<file path="src/design/first_fit_page_allocator_macros.svh">
// ----------------------------------------------------------------------------
// first_fit_page_allocator_macros
// assertion macros for the page allocator, compiled out with ASSERT_OFF
// ----------------------------------------------------------------------------
`ifndef FIRST_FIT_PAGE_ALLOCATOR_MACROS_SVH
`define FIRST_FIT_PAGE_ALLOCATOR_MACROS_SVH

`ifndef ASSERT_OFF
`define FFPA_ASSERT(label, clk, rst, prop, msg) \
   label: assert property (@(posedge clk) disable iff (rst) prop) else $error(msg);
`define FFPA_NEVER(label, clk, rst, cond, msg) \
   label: assert property (@(posedge clk) disable iff (rst) !(cond)) else $error(msg);
`else
`define FFPA_ASSERT(label, clk, rst, prop, msg)
`define FFPA_NEVER(label, clk, rst, cond, msg)
`endif

`endif

</file>
<file path="src/design/ffpa_pkg.sv">
// ----------------------------------------------------------------------------
// ffpa_pkg
// types and constants shared by the page allocator and its region cells
// ----------------------------------------------------------------------------
`default_nettype none

package ffpa_pkg;

   localparam int MAX_REGIONS = 64;
   localparam int CNT_W       = $clog2(MAX_REGIONS + 1);

   localparam logic [63:0] PAGE_BYTES = 64'h1000;
   localparam logic [63:0] META_BYTES = 64'h2000;

   localparam logic       FUNC_LOAD  = 1'b0;
   localparam logic       FUNC_ALLOC = 1'b1;

   localparam logic [1:0] STATUS_OK      = 2'd0;
   localparam logic [1:0] STATUS_NO_PAGE = 2'd1;
   localparam logic [1:0] STATUS_FULL    = 2'd2;
   localparam logic [1:0] STATUS_NO_META = 2'd3;

   typedef struct packed {
      logic        func;
      logic [63:0] region_base;
      logic [31:0] region_pages;
      logic        region_free;
      logic        last_region;
   } req_type;

   typedef struct packed {
      logic [1:0]  status;
      logic [63:0] page_address;
      logic        meta_reserved;
   } rsp_type;

   // search token handed from cell to cell
   typedef struct packed {
      logic        active;
      logic        found;
      logic [63:0] addr;
   } scan_type;

   typedef enum logic [2:0] {
      FSM_IDLE = 3'b001,
      FSM_SCAN = 3'b010,
      FSM_DONE = 3'b100
   } fsm_type;

endpackage

`default_nettype wire

</file>
<file path="src/design/ffpa_cell.sv">
// ----------------------------------------------------------------------------
// ffpa_cell
// one region table entry; if occupied with pages left, takes a page when an unfound search token reaches it
// ----------------------------------------------------------------------------
`default_nettype none

module ffpa_cell (
   input  logic                     clock,
   input  logic                     reset,
   input  logic [ffpa_pkg::CNT_W-1:0] cell_index,
   input  logic [ffpa_pkg::CNT_W-1:0] entry_count,
   input  logic                     wr_en,
   input  logic [63:0]              wr_base,
   input  logic [31:0]              wr_pages,
   input  ffpa_pkg::scan_type       scan_in,
   output ffpa_pkg::scan_type       scan_out
);
   import ffpa_pkg::*;

   logic [63:0] base_ff, base_in;
   logic [31:0] pages_ff, pages_in;
   scan_type    scan_ff, scan_in_nx;
   logic        occupied;
   logic        take;
   logic        wr_sel;

   assign occupied = cell_index < entry_count;
   assign wr_sel   = wr_en && (entry_count == cell_index);
   assign take     = scan_in.active && !scan_in.found && occupied && (pages_ff != 32'd0);

   always_comb begin
      base_in    = base_ff;
      pages_in   = pages_ff;
      scan_in_nx = scan_in;
      if (wr_sel) begin
         base_in  = wr_base;
         pages_in = wr_pages;
      end else if (take) begin
         base_in          = base_ff + PAGE_BYTES;
         pages_in         = pages_ff - 32'd1;
         scan_in_nx.found = 1'b1;
         scan_in_nx.addr  = base_ff;
      end
   end

   always_ff @(posedge clock) begin
      base_ff  <= base_in;
      pages_ff <= pages_in;
      if (reset) begin
         scan_ff <= '0;
      end else begin
         scan_ff <= scan_in_nx;
      end
   end

   assign scan_out = scan_ff;

endmodule

`default_nettype wire

</file>
<file path="config.mk">
export PLATFORM = sky130hd
export DESIGN_NAME = ffpa_cell
export DESIGN_NICKNAME = d
export VERILOG_FILES = /design/src/design/first_fit_page_allocator_macros.svh /design/src/design/ffpa_pkg.sv /design/src/design/ffpa_cell.sv
export SDC_FILE = /design/constraint.sdc
export NUM_CORES = 1
export LEC_CHECK = 0
export ABC_AREA = 1
export BUFFER_PORTS_ARGS = -buffer_cell sky130_fd_sc_hd__buf_4
export CAP_MARGIN = 15
export CORE_AREA = 4 4 181 183
export DETAILED_ROUTE_END_ITERATION = 12
export DIE_AREA = 0 0 185 187
export GPL_TIMING_DRIVEN = 0
export SKIP_LAST_GASP = 1
export SLEW_MARGIN = 0
export SYNTH_ARGS = -nofsm -noshare
export SYNTH_HDL_FRONTEND = slang
export SYNTH_SLANG_ARGS = --single-unit
</file>
<file path="constraint.sdc">
create_clock -name clock -period 4.54 [get_ports clock]
set_input_delay 0.454 -clock clock [delete_from_list [all_inputs] [get_ports clock]]
set_output_delay 0.454 -clock clock [all_outputs]
set_load 0.01 [all_outputs]
</file>
==> reports/summary.txt <==
P&R area growth vs syn: 32.2%
area of the die: 34600 um^2
vias in the first global route: 8999
Hold Crit Class: input port to register
Routed wire per std cell: 16.1 um
Final Max Slew Viols: 0
Final GP Congestion: 0.918
largest net degree at the start of global routing: 53
Worst-Margin Slew: 0.894 ns
DRT Pass-1 Iters: 7
Pwr per Cell Area: 300 nW/um^2
postcts setup bufs: 0
Slew headroom: 40.4%
htree depth: 4
DRT iter0 DRCs: 614
Net Sw Power: 936 uW
worst hold slack: 0.202 ns
Crit Path Class: input port to register
clock-pin slew on the worst setup and hold paths: 0.06 ns
TritonCTS clock tree: built
most frequent cells in the layout: nand2_1 (371), nor2_1 (283), buf_4 (247)
Clock power frac: 41.0%
fin crit share: 56.9%
Worst setup EP type: register
internal cell power: 2740 uW
sequential power share: 45.9%
Port Buf Inserts: 244
CP max FO: 52
Die Y: 187 um
Post-synth EDFFs: 96
global route total overflow: 0
layout cells sized above 1: 22.0%
post-layout minimum cycle time: 2.58 ns
Residual DRC: 0
Via Count: 8995
CTS buffer count: 17
Comb power frac: 13.1%
switching share of power: 25.4%
RSZ-0062 raised after global routing: false
Post-Syn Area: 9280 um^2
leakage: 0.00554 uW
Fin Setup TNS: 0 ns
# setup viols final: 0
cell row count: 65
WL final: 31.5 mm
IO Pins: 245
post-DP HPWL: 25.0 mm
core footprint: 31200 um^2
#FFs+latches synth: 162
root buffer cell: clkbuf_16
Worst Skew: 0.0199 ns
FFs w/ async S/R, synth: 0%
Peak Freq: 387 MHz
CP Data Required Time: 4.69 ns
Die Wd: 185 um
CTS sink cnt: 162
commonest non-fill, non-tap cell in the layout: nand2_1
Max-Cap Viols: 0
Startpoint Class: input port
Clock Path Buffers: 2
first-pass GRT wire length: 48.3 mm
unique cell type count in the Yosys netlist: 33
Syn. warnings: 0
Initial Util: 29.7%
Via density: 4.59
Post-Syn Instances: 1279
Critical Path AT: 2.73 ns
VDD IR max: 0.248 mV
gr usage total: 18.0%
DRT antenna net count: 0
Syn Area/Cell: 7.25 um^2
clk_lat worst skew: 0.45 ns
syn_nets: 1468
Layout Nets: 1732
initial antenna violation count: 1
sequential cell area fraction in the yosys report: 45.3%
CTS resizes: 0
Hold Fails Final Rpt: 0
prevailing post-synth register cell: edfxtp_1
CTS Hold Bufs: 0
outcome: completed
[kinds of logic (layout without fill, tap and decap cells)]
family                   after synthesis  count (layout)  share of synthesized area (%)
AND/OR/NAND/NOR                      826             826                           37.3
flip-flops                           162             162                           45.3
XOR/XNOR                              40              40                           3.78
AO/OA/AOI/OAI                         71              71                           4.06
other                                  0               1                              0
adder cells (fa/ha/maj)               10              10                           1.35
buffers and inverters                170             447                           8.19
[final cells by class]
| type | count | area (um^2) |
|---|---|---|
| Multi-Input combinational cell | 947 | 4320 |
| Clock buffer | 25 | 554 |
| Sequential cell | 162 | 4200 |
| Clock inverter | 7 | 56.3 |
| Antenna cell | 1 | 2.50 |
| Timing Repair Buffer | 245 | 1860 |
| Tap cell | 402 | 503 |
| Fill cell | 3317 | 19000 |
| Buffer | 44 | 287 |
| Inverter | 126 | 473 |
[stage by stage]
step	cells	power (uW)	setup slack, ns	utilization [%]	area (um^2)
final	1959	3680	1.96	39.3	12300
after detailed placement	1926	2210	1.53	37.3	11600
after global placement	1925	2200	-0.754	37.2	11600
after floorplan	1279	1940	0.805	-	9280
after CTS	1958	3710	2.00	39.3	12300
after global routing	1959	3840	1.83	39.3	12300
[power by group through the flow]
stage / Clock, uW / Combinational, uW / Sequential, uW
2_1_floorplan: 0 / 208 / 1730
3_3_place_gp: 0 / 479 / 1720
3_5_place_dp: 0 / 489 / 1720
4_1_cts: 1540 / 490 / 1690
5_1_grt: 1610 / 540 / 1700
6_report: 1510 / 483 / 1690
[sequential cells by signal, summed over array words and instances, names as in the netlist]
| register | flops |
|---|---|
| scan_out | 66 |
| base_ff | 64 |
| pages_ff | 32 |
[path summary, 6_finish.rpt]
path                                     from      endpoint  slack, ns  cells after the start
worst max-delay path            cell_index[6]   base_ff[14]       1.96                      9
worst min-delay path                    reset  scan_out[64]       0.20                      2
worst max register to register   pages_ff[16]   base_ff[14]       2.22                      9
worst min register to register     base_ff[3]   scan_out[3]       0.57                      4
[critical path, stage by stage]
cell	delay (ns)
buf_4	0.11
ha_1	0.30
nand2_1	0.09
nor2_1	0.08
nand2_1	0.17
buf_2	0.26
buf_1	0.47
nand2_4	0.40
buf_16	0.33
[metal layers]
metal / global-route usage, % / share of wire [%] / wire length (um) / up-vias
met5: 0 / 0 / 0 / -
met4: 4.91 / 1.9 / 612 / 0
met3: 3.01 / 5.6 / 1770 / 39
met2: 31.1 / 50 / 15600 / 248
met1: 23.2 / 43 / 13500 / 4116
li1: - / - / - / 4592
[cell usage after synthesis (all sizes together) (11+ instances only)]
| library cell | instances | area, um^2 |
|---|---|---|
| nand2 | 382 | 1460 |
| nor2 | 301 | 1230 |
| inv | 125 | 469 |
| nand3 | 113 | 576 |
| edfxtp | 96 | 2880 |
| dfxtp | 66 | 1320 |
| o21ai | 51 | 255 |
| buf | 35 | 253 |
| xor2 | 29 | 254 |
| nand4 | 20 | 125 |
| a31oi | 13 | 81.3 |
| xnor2 | 11 | 96.3 |
Note: power is estimated with default switching activity, not from simulation.
